[src/rtl/tpvi_pkg.sv]
package tpvi_pkg;

    localparam int CFG_IDX_W = 3;
    localparam int GAIN_W    = 24;
    localparam int AXIS_W    = 16;
    localparam int SAMPLE_W  = 16;
    localparam int VEL_W     = 20;
    localparam int ERR_W     = 33;
    localparam int PROD_W    = 57;
    localparam int ACC_W     = 59;
    localparam int STEP_W    = 28;
    localparam int SUM_W     = 29;
    localparam int RATE_SHIFT = 18;
    localparam int STEP_SHIFT = 32;

    typedef enum logic [CFG_IDX_W-1:0] {
        REG_KP_ROLL  = 3'd0,
        REG_KP_PITCH = 3'd1,
        REG_KD_ROLL  = 3'd2,
        REG_KD_PITCH = 3'd3,
        REG_REF_X    = 3'd4,
        REG_REF_Y    = 3'd5,
        REG_REF_Z    = 3'd6
    } cfg_reg_t;

    // One strobe per working sequencer step (none for idle or push), shared by both lanes.
    typedef struct packed {
        logic mul0;
        logic mul1;
        logic err;
        logic mul_kp;
        logic mul_kd;
        logic sum;
        logic upd;
    } lane_ctrl_t;

endpackage

[src/rtl/tpvi_merge.sv]
module tpvi_merge (
    input  logic                                 clk,
    input  logic                                 rst_n,
    input  logic                                 push,
    input  logic signed [tpvi_pkg::VEL_W-1:0]    roll_in,
    input  logic signed [tpvi_pkg::VEL_W-1:0]    pitch_in,
    output logic                                 free,
    output logic                                 out_valid,
    input  logic                                 out_ready,
    output logic signed [tpvi_pkg::VEL_W-1:0]    omega_roll,
    output logic signed [tpvi_pkg::VEL_W-1:0]    omega_pitch
);
    import tpvi_pkg::*;

    logic                    valid_reg;
    logic signed [VEL_W-1:0] roll_reg;
    logic signed [VEL_W-1:0] pitch_reg;
    logic                    load;

    // Slot is free when empty or drained this cycle.
    assign free = !valid_reg || out_ready;
    assign load = push && free;

    always_ff @(posedge clk or negedge rst_n)
    begin
        if (!rst_n)
            valid_reg <= 1'b0;
        else if (load)
            valid_reg <= 1'b1;
        else if (out_ready)
            valid_reg <= 1'b0;
    end

    always_ff @(posedge clk)
    begin
        if (load)
        begin
            roll_reg  <= roll_in;
            pitch_reg <= pitch_in;
        end
    end

    assign out_valid   = valid_reg;
    assign omega_roll  = roll_reg;
    assign omega_pitch = pitch_reg;

endmodule

[config.mk]
export PLATFORM = sky130hd
export DESIGN_NAME = tpvi_merge
export DESIGN_NICKNAME = d
export VERILOG_FILES = /design/src/rtl/tpvi_pkg.sv /design/src/rtl/tpvi_merge.sv
export SDC_FILE = /design/constraint.sdc
export NUM_CORES = 1
export LEC_CHECK = 0
export BUFFER_PORTS_ARGS = -buffer_cell sky130_fd_sc_hd__buf_2
export CAP_MARGIN = 20
export CORE_ASPECT_RATIO = 1.4
export CORE_UTILIZATION = 28
export DETAILED_ROUTE_END_ITERATION = 12
export GPL_ROUTABILITY_DRIVEN = 0
export GPL_TIMING_DRIVEN = 0
export SLEW_MARGIN = 0
export SYNTH_ARGS = -nofsm -noshare
export SYNTH_HDL_FRONTEND = slang
export SYNTH_SLANG_ARGS = --single-unit
[constraint.sdc]
create_clock -name clk -period 1.77 [get_ports clk]
set_clock_uncertainty 0.1 [all_clocks]
set_input_delay 0.2655 -clock clk [delete_from_list [all_inputs] [get_ports clk]]
set_output_delay 0.2655 -clock clk [all_outputs]
set_load 0.1 [all_outputs]
; After elaboration in Yosys (flattened, before gate mapping)
; Index checks and enable logic that the tools add are counted.
[totals]
regBits = 41
word_cells = 9
[op_classes]
mux = 2
n_reduce_logical = 4
[ops]
columns = operator, count
row1 = 1-bit two-way mux, 2
row2 = 2-bit nonzero test, 1
row3 = 1-bit logical AND, 1
row4 = 1-bit zero test, 1
row5 = 1-bit logical OR, 1

; Logic depth before layout (Yosys ltp)
[depth]
depth_word = 4
depth_mapped = 2
mapped_depth_nobuf = 2

; Worst setup path after synthesis
; OpenSTA, ideal clock, no wires.
[synth_timing]
kind = register -> register
startpoint = register valid_reg, in the netlist out_valid
endpoint = register pitch_reg[0], in the netlist omega_pitch[0], enable pin
required_ns = 1.317
slack_ns = -0.351
period_less_slack_ns = 2.121
stages_incl_launch_ff = 3
arrival_time_ns = 1.668
path_buffers = 0
path_cell_list = dfrtp_1 nand2b_4 and2_4
[synth_via]
elab_chain_len = 3
[synth_lines]
columns = element, line_no
row1 = "start, declared", tpvi_merge.sv:15  ; logic valid_reg;
row2 = "start signal, assigned", tpvi_merge.sv:27  ; valid_reg <= 1'b0;
row3 = "start signal, assigned", tpvi_merge.sv:29  ; valid_reg <= 1'b1;
row4 = "start signal, assigned", tpvi_merge.sv:31  ; valid_reg <= 1'b0;
row5 = 1-bit zero test, tpvi_merge.sv:21  ; assign free = !valid_reg || out_ready;
row6 = 1-bit logical OR, tpvi_merge.sv:21
row7 = net free, tpvi_merge.sv:7  ; output logic free,
row8 = 1-bit logical AND, tpvi_merge.sv:22  ; assign load = push && free;
row9 = net load, tpvi_merge.sv:18  ; logic load;
row10 = "end signal, assigned", tpvi_merge.sv:39  ; pitch_reg <= pitch_in;
row11 = "end, declared", tpvi_merge.sv:17  ; logic signed [VEL_W-1:0] pitch_reg;
; The timed path passes the listed nets, and every way through them passes these cells.
; A chain may end at the register's enable or synchronous reset.

; Worst setup path after layout
[layout_timing]
startpoint = register valid_reg, in the netlist out_valid
endpoint = output port free
[layout_via]
elab_chain_len = 2
[layout_lines]
columns = element, line_no
row1 = 1-bit zero test, tpvi_merge.sv:21
row2 = 1-bit logical OR, tpvi_merge.sv:21
row3 = "end, declared", tpvi_merge.sv:7
; Every way passes these cells.

==> impl_metrics.py <==
metrics = {
    "floorplanning": {
        "io_pins": 86,
        "core_region_area_mm2": 0.00427,
        "die-area_mm2": 0.00476,
        "std_cell_rows": 28,
        "initial_core_util_pct": 29.4,
        "die_w_um": 58.6,
        "die_h_um": 81.2,
    },
    "timing": {
        "fin_crit_ps": 1630,
        "worstMarginPinSlew_ps": 507,
        "finalHoldViolations": 0,
        "whs_ps": 52.5,
        "fmax_mhz": 614,
        "slew_headroom_pct": 66.2,
        "fin_crit_sh_pct": 92.0,
        "finalWorstSetupSlack_ps": 142,
        "finalSetupViolCount": 0,
        "drv_slew": 0,
        "grt_setup_unrepaired": "false",
    },
    "global_route": {
        "grt_max_degree": 41,
        "grt_overflow": 0,
        "grt_first_pass_wirelength_um": 3510,
        "grtUsageTotal_pct": 10.4,
        "antenna_found_initial": 0,
        "first_global_vias": 780,
    },
    "finish": {
        "regArea_mm2": 0.00123,
        "multiInputGateArea_um2": 28.8,
        "insertedDiodeCount": 0,
        "nets": 181,
        "fin_util_pct": 43.9,
        "fill_cells": 418,
        "layout-drive-gt1-share_pct": 68.1,
        "area_growth_pct": 49.5,
        "postLayoutCellArea_mm2": 0.00188,
    },
    "route": {
        "drt_wl_total_um": 2370,
        "route.detailed.drc": 0,
        "top_layer": "met3",
        "firstDrtPassIters": 4,
        "ant_nets": 0,
        "wirelength_met1_um": 794,
        "routedWlPerCell_um": 12.0,
        "drt_iter0_drc": 31,
        "wl_met2_um": 1360,
        "wl_met3_um": 217,
        "viasPerCell": 3.86,
        "num_vias": 764,
    },
    "power_and_ir_drop": {
        "power_w": 0.00235,
        "p_sw_share_pct": 31.2,
        "ir_drop_mv": 0.652,
        "p_leak_nw": 0.797,
        "p_per_area_mw_per_mm2": 1250,
        "pwr-share-comb_pct": 21.4,
        "p_int_w": 0.00162,
        "p_sw_w": 0.000732,
        "seq_power_share_pct": 48.6,
        "clkPwrFrac_pct": 29.9,
    },
    "place": {
        "portBuffers": 85,
        "place_area_mm2": 0.00176,
        "dp_slack_ps": 250,
    },
    "synth": {
        "ys_top_cells_by_area": "edfxtp_1 (96%), dfrtp_1 (2.0%), nand2b_4 (1.1%)",
        "synth-edff-count": 40,
        "syn_nets": 88,
        "yosys.area.top_type": "edfxtp_1",
        "synth_async_sr_flop_share_pct": 2.44,
        "netlist_area_mm2": 0.00125,
        "yosysMostFrequentCell": "edfxtp_1",
        "ys_warn_count": 0,
        "synth_top_area_share_pct": 95.7,
        "postSynthCellCount": 44,
        "ys_ff_latch": 41,
        "synthFlopType": "edfxtp_1",
        "avgSynthCellArea_um2": 28.5,
        "synthTopCellsByCount": "edfxtp_1 (40), and2_4 (1), dfrtp_1 (1), nand2b_1 (1), nand2b_4 (1)",
        "ys_seq_area_share_pct": 97.7,
        "ys_types": 5,
    },
    "setup_path": {
        "crit_chain": "nand2b_4 -> buf_2",
        "worstReg2RegStart": "out_valid$_DFFE_PN0P_",
        "critPathArrivalTime_ps": 1260,
        "worstReg2RegEnd": "omega_pitch[3]$_DFFE_PP_",
        "cp_data_required_time_ps": 1400,
        "crit_fanout": 3,
        "crit_start": "out_valid$_DFFE_PN0P_",
        "critPathSlowestCell": "dfrtp_4",
        "rrSetupSlack_ps": 270,
        "critPathCapture": "free",
        "startpoint_type": "flop",
        "cpPeakStageDelay_ps": 490,
        "worst-r2r-cell-count": 2,
        "path_class": "flop to primary output",
        "worstSetupEndpointType": "primary output",
    },
    "worst_hold_path": {
        "min_path_type": "primary input to flop",
        "whs_path_depth": 1,
    },
    "clock_network": {
        "clockBufferDepth": 2,
        "clockRootBuffer": "clkbuf_8",
        "cts_sinks": 41,
        "cts_tree": "built",
        "insertion_delay_ps": 280,
        "clk_pin_slew_ps": 80,
        "cts_made_buffers": 5,
        "cts_htree_levels": 2,
    },
    "flow_run": {
        "cap_violations": 0,
    },
    "status": {
        "status": "completed",
    },
}
## flip-flops by register name (all words and copies together), names as in the netlist
register	cells
omega_pitch	20
out_valid	1
omega_roll	20
## through the flow
| stage | setup TNS [ps] | instances |
|---|---|---|
| finish | 0 | 198 |
| floorplan | -3280 | 44 |
| global route | 0 | 198 |
| CTS | 0 | 198 |
| global placement | 0 | 189 |
| detailed placement | 0 | 189 |
## layout make-up
type                    instances  share of cell area (%)
flip-flops and latches         41                    65.6
repair buffers                 86                    23.2
well taps                      60                    4.00
clock buffers                   6                    3.87
clock inverters                 2                    1.80
multi-input cells               3                    1.53
## metal layers
layer | up-vias | GRT usage (%)
li1 | 357 | -
met1 | 358 | 8.65
met2 | 49 | 20.1
met3 | 0 | 5.41
met4 | 0 | 3.81
met5 | - | 0
## power by group through the flow
stage / Sequential (W) / Clock [W] / Combinational, W
floorplan: 0.00154 / 0 / 0.0000346
global placement: 0.00116 / 0 / 0.000500
detailed placement: 0.00117 / 0 / 0.000507
CTS: 0.00114 / 0.000735 / 0.000508
global route: 0.00115 / 0.000770 / 0.000519
finish: 0.00114 / 0.000704 / 0.000504
## critical path, delay by kind of cell (launching register included)
kind | cells | cell delay [ps]
AND/OR/NAND/NOR | 1 | 80
flip-flops | 1 | 490
buffers and inverters | 1 | 420
## logic make-up (layout without fill, tap and decap cells)
| group | after synthesis | after routing | synth area share (%) |
|---|---|---|---|
| DFF | 41 | 41 | 97.7 |
| and+or+nand+nor | 3 | 3 | 2.29 |
| buffers and inverters | 0 | 94 | 0 |
## worst min-delay path by stage
stage / start / endpoint
5_1_grt: roll_in[3] / omega_roll[3]$_DFFE_PP_
6_report: roll_in[3] / omega_roll[3]$_DFFE_PP_
2_1_floorplan: rst_n / out_valid$_DFFE_PN0P_
3_5_place_dp: rst_n / out_valid$_DFFE_PN0P_
3_3_place_gp: rst_n / out_valid$_DFFE_PN0P_
4_1_cts: roll_in[3] / omega_roll[3]$_DFFE_PP_
## cells in the final DEF, fill, tap and decap left out
master	count
and2_4	1
buf_2	85
bufinv_16	1
clkbuf_1	1
clkbuf_8	5
clkinv_1	1
dfrtp_4	1
dlygate4sd3_1	1
edfxtp_1	40
nand2b_1	1
nand2b_4	1
## what timing repair did
action	4_1_cts	5_1_grt
setup buffers	0	0
resized for setup	0	0
hold buffers	1	0
hold endpoints to repair	1	0
No activity file was read; power rests on OpenSTA's default activity.
