[src/rtl/tpvi_pkg.sv]
package tpvi_pkg;

    localparam int CFG_IDX_W = 3;
    localparam int GAIN_W    = 24;
    localparam int AXIS_W    = 16;
    localparam int SAMPLE_W  = 16;
    localparam int VEL_W     = 20;
    localparam int ERR_W     = 33;
    localparam int PROD_W    = 57;
    localparam int ACC_W     = 59;
    localparam int STEP_W    = 28;
    localparam int SUM_W     = 29;
    localparam int RATE_SHIFT = 18;
    localparam int STEP_SHIFT = 32;

    typedef enum logic [CFG_IDX_W-1:0] {
        REG_KP_ROLL  = 3'd0,
        REG_KP_PITCH = 3'd1,
        REG_KD_ROLL  = 3'd2,
        REG_KD_PITCH = 3'd3,
        REG_REF_X    = 3'd4,
        REG_REF_Y    = 3'd5,
        REG_REF_Z    = 3'd6
    } cfg_reg_t;

    // One strobe per working sequencer step (none for idle or push), shared by both lanes.
    typedef struct packed {
        logic mul0;
        logic mul1;
        logic err;
        logic mul_kp;
        logic mul_kd;
        logic sum;
        logic upd;
    } lane_ctrl_t;

endpackage

[src/rtl/tpvi_lane.sv]
module tpvi_lane #(
    parameter int LIMIT = 327680
) (
    input  logic                                      clk,
    input  logic                                      rst_n,
    input  tpvi_pkg::lane_ctrl_t                      ctrl,
    input  logic signed [tpvi_pkg::AXIS_W-1:0]        ref_a,
    input  logic signed [tpvi_pkg::SAMPLE_W-1:0]      vert_a,
    input  logic signed [tpvi_pkg::AXIS_W-1:0]        ref_b,
    input  logic signed [tpvi_pkg::SAMPLE_W-1:0]      vert_b,
    input  logic signed [tpvi_pkg::SAMPLE_W-1:0]      rate,
    input  logic signed [tpvi_pkg::GAIN_W-1:0]        kp,
    input  logic signed [tpvi_pkg::GAIN_W-1:0]        kd,
    output logic signed [tpvi_pkg::VEL_W-1:0]         velocity
);
    import tpvi_pkg::*;

    localparam logic signed [SUM_W-1:0] LIM = SUM_W'(LIMIT);

    logic signed [ERR_W-1:0]  mul_a;
    logic signed [GAIN_W-1:0] mul_b;
    logic signed [PROD_W-1:0] product;
    logic signed [PROD_W-1:0] p_reg;
    logic signed [ERR_W-1:0]  e_reg;
    logic signed [ACC_W-1:0]  acc_reg;
    logic signed [ACC_W-1:0]  acc_next;
    logic signed [ACC_W:0]    neg_acc;
    logic signed [STEP_W-1:0] step;
    logic signed [SUM_W-1:0]  vel_sum;
    logic signed [SUM_W-1:0]  vel_clamped;
    logic signed [VEL_W-1:0]  vel_reg;
    logic signed [VEL_W-1:0]  vel_next;

    // Operand select for the one multiplier of this lane.
    always_comb
    begin
        if (ctrl.mul1)
        begin
            mul_a = ERR_W'(ref_b);
            mul_b = GAIN_W'(vert_b);
        end
        else if (ctrl.mul_kp)
        begin
            mul_a = e_reg;
            mul_b = kp;
        end
        else if (ctrl.mul_kd)
        begin
            mul_a = ERR_W'(rate);
            mul_b = kd;
        end
        else
        begin
            mul_a = ERR_W'(ref_a);
            mul_b = GAIN_W'(vert_a);
        end
    end

    assign product = PROD_W'(mul_a) * PROD_W'(mul_b);

    // Load kp*error, then add the damping term: kd*rate fits 41 bits, scale it up by 2^18.
    always_comb
    begin
        if (ctrl.sum)
            acc_next = acc_reg + $signed({p_reg[ACC_W-RATE_SHIFT-1:0], {RATE_SHIFT{1'b0}}});
        else
            acc_next = ACC_W'(p_reg);
    end

    // Negate, drop 32 fraction bits toward minus infinity, add and clamp.
    always_comb
    begin
        neg_acc = -((ACC_W+1)'(acc_reg));
        step    = neg_acc[ACC_W:STEP_SHIFT];
        vel_sum = SUM_W'(vel_reg) + SUM_W'(step);
        if (vel_sum <= -LIM)
            vel_clamped = -LIM;
        else if (vel_sum >= LIM)
            vel_clamped = LIM;
        else
            vel_clamped = vel_sum;
        vel_next = vel_clamped[VEL_W-1:0];
    end

    always_ff @(posedge clk)
    begin
        if (ctrl.mul0 || ctrl.mul1 || ctrl.mul_kp || ctrl.mul_kd)
            p_reg <= product;
        if (ctrl.mul1)
            e_reg <= p_reg[ERR_W-1:0];
        else if (ctrl.err)
            e_reg <= e_reg - p_reg[ERR_W-1:0];
        if (ctrl.mul_kd || ctrl.sum)
            acc_reg <= acc_next;
    end

    always_ff @(posedge clk or negedge rst_n)
    begin
        if (!rst_n)
            vel_reg <= '0;
        else if (ctrl.upd)
            vel_reg <= vel_next;
    end

    assign velocity = vel_reg;

endmodule

[config.mk]
export PLATFORM = sky130hd
export DESIGN_NAME = tpvi_lane
export DESIGN_NICKNAME = d
export VERILOG_FILES = /design/src/rtl/tpvi_pkg.sv /design/src/rtl/tpvi_lane.sv
export SDC_FILE = /design/constraint.sdc
export NUM_CORES = 2
export LEC_CHECK = 0
export CAP_MARGIN = 10
export CORE_MARGIN = 2
export CORE_UTILIZATION = 35
export DETAILED_ROUTE_END_ITERATION = 8
export DONT_BUFFER_PORTS = 1
export GPL_ROUTABILITY_DRIVEN = 1
export SYNTH_ARGS = -nofsm -noshare
export SYNTH_HDL_FRONTEND = slang
export SYNTH_SLANG_ARGS = --single-unit
[constraint.sdc]
create_clock -name clk -period 8.4 [get_ports clk]
set_input_delay 0.84 -clock clk [delete_from_list [all_inputs] [get_ports clk]]
set_output_delay 0.84 -clock clk [all_outputs]
set_load 0.1 [all_outputs]
# ---- Word-level counts from Yosys, hierarchy flattened
# Index checks and enable logic that the tools add are counted.
dict set report word_totals {
  reg_bits 169
}
dict set report op_classes {
  magnitude_cmp 2
  mul 1
  n_mux 11
  reduce_logical 5
  n_addsub 4
}
# op count
set ops {}
lappend ops {{$mux 33} 5}
lappend ops {{$mux 24} 3}
lappend ops {{$neg 59->60} 1}
lappend ops {{$add 59x59->59} 1}
lappend ops {{$mux 59} 1}
lappend ops {{$mul 33x24->57} 1}
lappend ops {{$mux 20} 2}
lappend ops {{$sub 33x33->33} 1}
lappend ops {{$add 20x28->29} 1}
lappend ops {{$ge 29x20->1 const B} 1}
lappend ops {{$le 29x20->1 const B} 1}
lappend ops {{$logic_or 1x1->1} 4}
lappend ops {{$reduce_bool 2->1} 1}

# ---- Longest topological paths before layout
dict set report depth {
  ltp_word 5
  ltp_mapped 32
  mapped_depth_nobuf 30
}

# ---- Least setup slack after synthesis
# Ideal clock, no wire load.
dict set report synth_path {
  kind {input port to flip-flop}
  startpoint {input ctrl[2] in the netlist's numbering}
  endpoint {register p_reg[54] (data pin)}
  n_path_buf 4
  t_arrival_ns 8.662
  stages 29
  path_slack_ns -0.520
  setup_ns 0.258
  cell_sequence {clkbuf_1 -> clkbuf_1 -> clkbuf_1 -> a211oi_1 -> o31ai_1 -> nand2_1 -> fa_1 -> inv_1 -> fa_1 -> inv_1 -> fa_1 -> inv_1 -> fa_1 -> fa_1 -> fa_1 -> inv_1 -> fa_1 -> inv_1 -> ha_1 -> clkbuf_1 -> nand2_1 -> o21ai_0 -> nor3_1 -> a2111oi_0 -> o21ai_0 -> o2111ai_1 -> a31o_2 -> a21oi_1 -> xnor2_1}
}
dict set report synth_between {
  elab_chain_cells 4
}
# element line
set synth_rtl {}
lappend synth_rtl {{start, declared} tpvi_lane.sv:6} ;# input tpvi_pkg::lane_ctrl_t ctrl,
lappend synth_rtl {{$mux 33 / $mux 24 (equally long branches)} tpvi_lane.sv:47} ;# else if (ctrl.mul_kd)
lappend synth_rtl {{$mux 33 / $mux 24 (equally long branches)} tpvi_lane.sv:42} ;# else if (ctrl.mul_kp)
lappend synth_rtl {{$mux 33 / $mux 24 (equally long branches)} tpvi_lane.sv:37} ;# if (ctrl.mul1)
lappend synth_rtl {{$mul 33x24->57 (*)} tpvi_lane.sv:59} ;# assign product = PROD_W'(mul_a) * PROD_W'(mul_b);
lappend synth_rtl {{named net product[54]} tpvi_lane.sv:22} ;# logic signed [PROD_W-1:0] product;
lappend synth_rtl {{end signal, assigned} tpvi_lane.sv:88} ;# p_reg <= product;
lappend synth_rtl {{end, declared} tpvi_lane.sv:23} ;# logic signed [PROD_W-1:0] p_reg;
# Mark *: on every way through the listed nets, which the timed path passes. The rest lies on a longest branch.
# A chain may end at the register's enable or synchronous reset.

# ---- Worst setup path after layout
dict set report layout_path {
  startpoint {input vert_a[15] in the netlist's numbering}
  endpoint {register p_reg[54] (data pin)}
}
dict set report layout_between {
  elab_chain_cells 4
}
# element line
set layout_rtl {}
lappend layout_rtl {{start, declared} tpvi_lane.sv:8} ;# input logic signed [tpvi_pkg::SAMPLE_W-1:0] vert_a,
lappend layout_rtl {{$mux 24} tpvi_lane.sv:47}
lappend layout_rtl {{$mux 24} tpvi_lane.sv:42}
lappend layout_rtl {{$mux 24} tpvi_lane.sv:37}
lappend layout_rtl {{$mul 33x24->57} tpvi_lane.sv:59}
lappend layout_rtl {{named net product[54]} tpvi_lane.sv:22}
# The timed path passes the listed nets, and every way through them passes these cells.

==> metrics list <==
* Placement Rows: 125
- Detailed placement ended at an HPWL of 104,600 microns.
* Tightest Pin Transition: 1.115 ns
- The register with the most flip-flops in the layout has 59 of them.
* Post-layout instance area: 45,590 sq um
* Critical path required time: 8.61 ns
* Post-Route Utilization: 39.34%
- During placement, the flow inserted port buffers numbering 0.
* DRC errors left: 0
- Clock latency on the worst-skew pair, taken at its later pin, is 0.46 ns.
- Diodes inserted: 0
- Synthesized instance count: 4,629
- Final worst path period share: 95.46%
* Global-route usage over all layers: 20.52%
- For this run, the top clock speed supported by timing is 0.1247 GHz.
* Async set or reset register ratio after synthesis: 11.83%
* Crit. End Element: flip-flop
- Setup repair after global routing missed its margin: yes
- TritonCTS built the clock tree.
* Mean instance size in the synthesized netlist: 8.818 sq um
- Post-synthesis to final-layout area growth: 11.68%
- The smallest clock period supported by the final layout is computed as 8.019 ns.
- After detailed placement, the design holds a cell count of 6,252.
* Crit-path max FO: 9
- Clock Tree Buf Depth: 2
- Distinct cell type count after synthesis: 84
- Summing the sequential cell areas from Yosys gives 12.19% of the chip area.
* Number of global-route vias before repair: 33,351
* Main synth FF type: edfxtp_1
- Total of hold buffers inserted after clock tree synthesis: 0
- The initial utilization of the core area, before any placement, comes to 35.22%.
* Count of flip-flops with a built-in enable after synthesis: 149
- Worst hold slack: 0.07439 ns
- Detail Route Antenna Nets: 0
* CP arrival: 8.23 ns
- Counting the buffers created by CTS gives 17.
- During synthesis, Yosys emitted a total of 0 warnings.
- The die covers 119,400 sq um.
- The die is 345.5 microns wide.
* H-tree Lvls: 4
* Total number of clock tree sinks: 169
- The worst setup path is of the in -> reg kind.
* Die H: 345.5 microns
* Crit start category: input port
- Gr ovfl total: 0
- Relative max-transition margin: 25.68%
* Yosys reg bits: 169
- Number of failing setup endpoints in the final timing report: 0
- The first global-routing pass estimated 191,900 microns of wire.
- Synthesis produced a netlist with a net count of 5,826.
- Top Ports: 157
* Count of placed standard cells in the final layout, fillers left out: 6,285
- Cell chosen for the clock root: clkbuf_16
* Total via count after detailed routing: 32,409
- Share of cells above drive strength 1: 9.053%
- Maximum number of pins on one net before global-route repair: 161
- The min-delay analysis places its worst path in the category in -> async.
- Number of max-slew violations in the final report: 0
* Outcome: finished clean
- Clock Skews: 0.01775 ns
* Detailed Route WL: 122,100 microns
- Post-synth design cell area: 40,820 sq um
- The net count of the finished layout is 5,945.
- Number of violations reported at the end of detailed-routing iteration 0: 2,381
- The number of antenna violations at the first check in global routing was 2.
- Layout filler cell count: 11,586
- Clock transition at path regs: 0.08 ns
- At the end of routability-driven placement, the weighted congestion stood at 0.9495.
* DR vias/cell: 5.157
- The core region is 115,900 sq um.
* Post-place instance area: 44,960 sq um
- Avg WL per Cell: 19.43 microns
- Number of max-cap violations: 0
* Count of TritonRoute iterations in the first routing pass: 6
- Number of hold-slack violations in the final timing report: 0
final cells by class:
class                           instances  area, sq um  share of cell area, %
Clock buffer                           17        425.4                 0.9332
Sequential cell                       169         4975                  10.91
Multi-Input combinational cell       3372        31990                  70.17
Tap cell                             1524         1907                  4.183
Inverter                              887         3329                  7.304
Timing Repair Buffer                  301         2785                  6.110
Clock inverter                         15        175.2                 0.3843
worst max-delay path, stage by stage:
cell       delay (ns)
nor2b_1          0.11
buf_4            0.19
a211oi_2         0.34
buf_4            0.17
o31a_1           0.30
nor2_1           0.11
fa_1             0.52
inv_1            0.06
fa_1             0.53
inv_1            0.05
fa_1             0.46
fa_1             0.53
fa_1             0.44
fa_1             0.52
fa_1             0.48
ha_1             0.38
a21oi_1          0.20
o21ai_0          0.18
nor3_1           0.28
buf_4            0.17
a2111oi_2        0.05
buf_4            0.17
o21ai_1          0.28
o2111ai_1        0.19
buf_4            0.17
a31o_2           0.22
a21oi_1          0.18
xnor2_1          0.09
logic make-up (layout without fill, tap and decap cells):
logic type               after synthesis  count (layout)  share of synthesized area [%]
adder cells (fa/ha/maj)             1060            1060                          47.35
AND/OR/NAND/NOR                     1481            1481                          15.86
buffers and inverters               1088            1220                          10.04
AO/OA/AOI/OAI                        655             655                          10.65
multiplexers                          27              27                         0.7050
XOR/XNOR                             149             149                          3.197
flip-flops                           169             169                          12.19
layout by cell type (no fill, tap or decap), types with 19 or more instances in the layout:
| master | instances |
|---|---|
| a211oi_1 | 57 |
| nand2_1 | 606 |
| o31ai_1 | 24 |
| and2_1 | 38 |
| buf_12 | 42 |
| nor2_1 | 519 |
| o211ai_1 | 19 |
| a21o_1 | 62 |
| dfrtp_1 | 20 |
| ha_1 | 252 |
| nor3_1 | 38 |
| o21ai_0 | 120 |
| nand3_1 | 35 |
| fa_1 | 808 |
| xor2_1 | 53 |
| inv_1 | 885 |
| and3_1 | 21 |
| nand2b_1 | 21 |
| a21oi_1 | 156 |
| xnor2_1 | 96 |
| o31a_1 | 29 |
| buf_4 | 259 |
| edfxtp_1 | 149 |
| o21bai_1 | 21 |
| or2_2 | 23 |
| nor2b_1 | 79 |
| nand4_1 | 29 |
synthesized netlist by cell type (8+ instances only):
library cell,count,area [sq um]
edfxtp_1,149,4474
and3_1,21,131.4
a21o_1,62,465.5
or2_2,23,143.9
nand3_1,35,175.2
a211oi_1,60,450.4
and2_1,38,237.7
nand4_1,29,181.4
xor2_1,53,464.2
buf_1,20,75.07
o311ai_0,8,70.07
mux2i_1,13,130.1
nand2b_1,21,131.4
mux2_2,14,157.7
o211ai_1,19,142.6
or3_1,13,81.33
nor3_1,38,190.2
o31ai_1,43,322.8
o21bai_1,21,157.7
o21ai_0,121,605.6
ha_1,252,3153
o21a_1,15,112.6
dfrtp_1,20,500.5
fa_1,808,16180
inv_1,885,3322
a221oi_1,10,87.58
nor2b_1,79,494.2
a21oi_1,164,820.8
nor2_1,521,1956
a31oi_1,16,100.1
nor4_1,12,75.07
o221ai_1,16,140.1
clkbuf_1,178,668.1
xnor2_1,96,840.8
o31a_1,29,254.0
nand2_1,606,2275
path summary, 6_finish.rpt:
check                                    start                       end  slack [ns]  cells after the start
max in group asynchronous                rst_n  velocity[10]$_DFFE_PN0P_        8.25                      0
hold reg to reg            p_reg[42]$_DFFE_PP_     acc_reg[42]$_DFFE_PP_        0.52                      2
setup reg to reg           e_reg[11]$_DFFE_PP_       p_reg[51]$_DFFE_PP_        0.49                     27
min in group clk                       ctrl[0]  velocity[19]$_DFFE_PN0P_        0.52                      1
hold / removal                           rst_n  velocity[18]$_DFFE_PN0P_        0.07                      0
setup / recovery                    vert_a[15]       p_reg[54]$_DFFE_PP_        0.38                     28
layer usage:
metal / track usage (%) / part of all wire, % / vias up / wire length, microns
met5: 0 / 0.026 / - / 32
met4: 5.505 / 2.6 / 4 / 3151
met3: 3.625 / 8.0 / 150 / 9711
met2: 32.08 / 45 / 1137 / 54470
met1: 29.23 / 45 / 16273 / 54750
li1: - / - / 14845 / -
what timing repair did:
item,4_1_cts,5_1_grt
gates resized for setup,0,6
buffers inserted,0,1
setup endpoints to repair,0,6
stage by stage:
step           setup TNS [ns]  setup WS [ns]
5_1_grt              -0.02102       -0.02102
2_1_floorplan               0       0.004182
4_1_cts                     0         0.1517
6_report                    0         0.3814
3_3_place_gp           -1.126        -0.2811
3_5_place_dp           -1.558        -0.3028
Power is not shown: default switching activity piles up to over one toggle a cycle in this logic, so the estimate is an artifact.
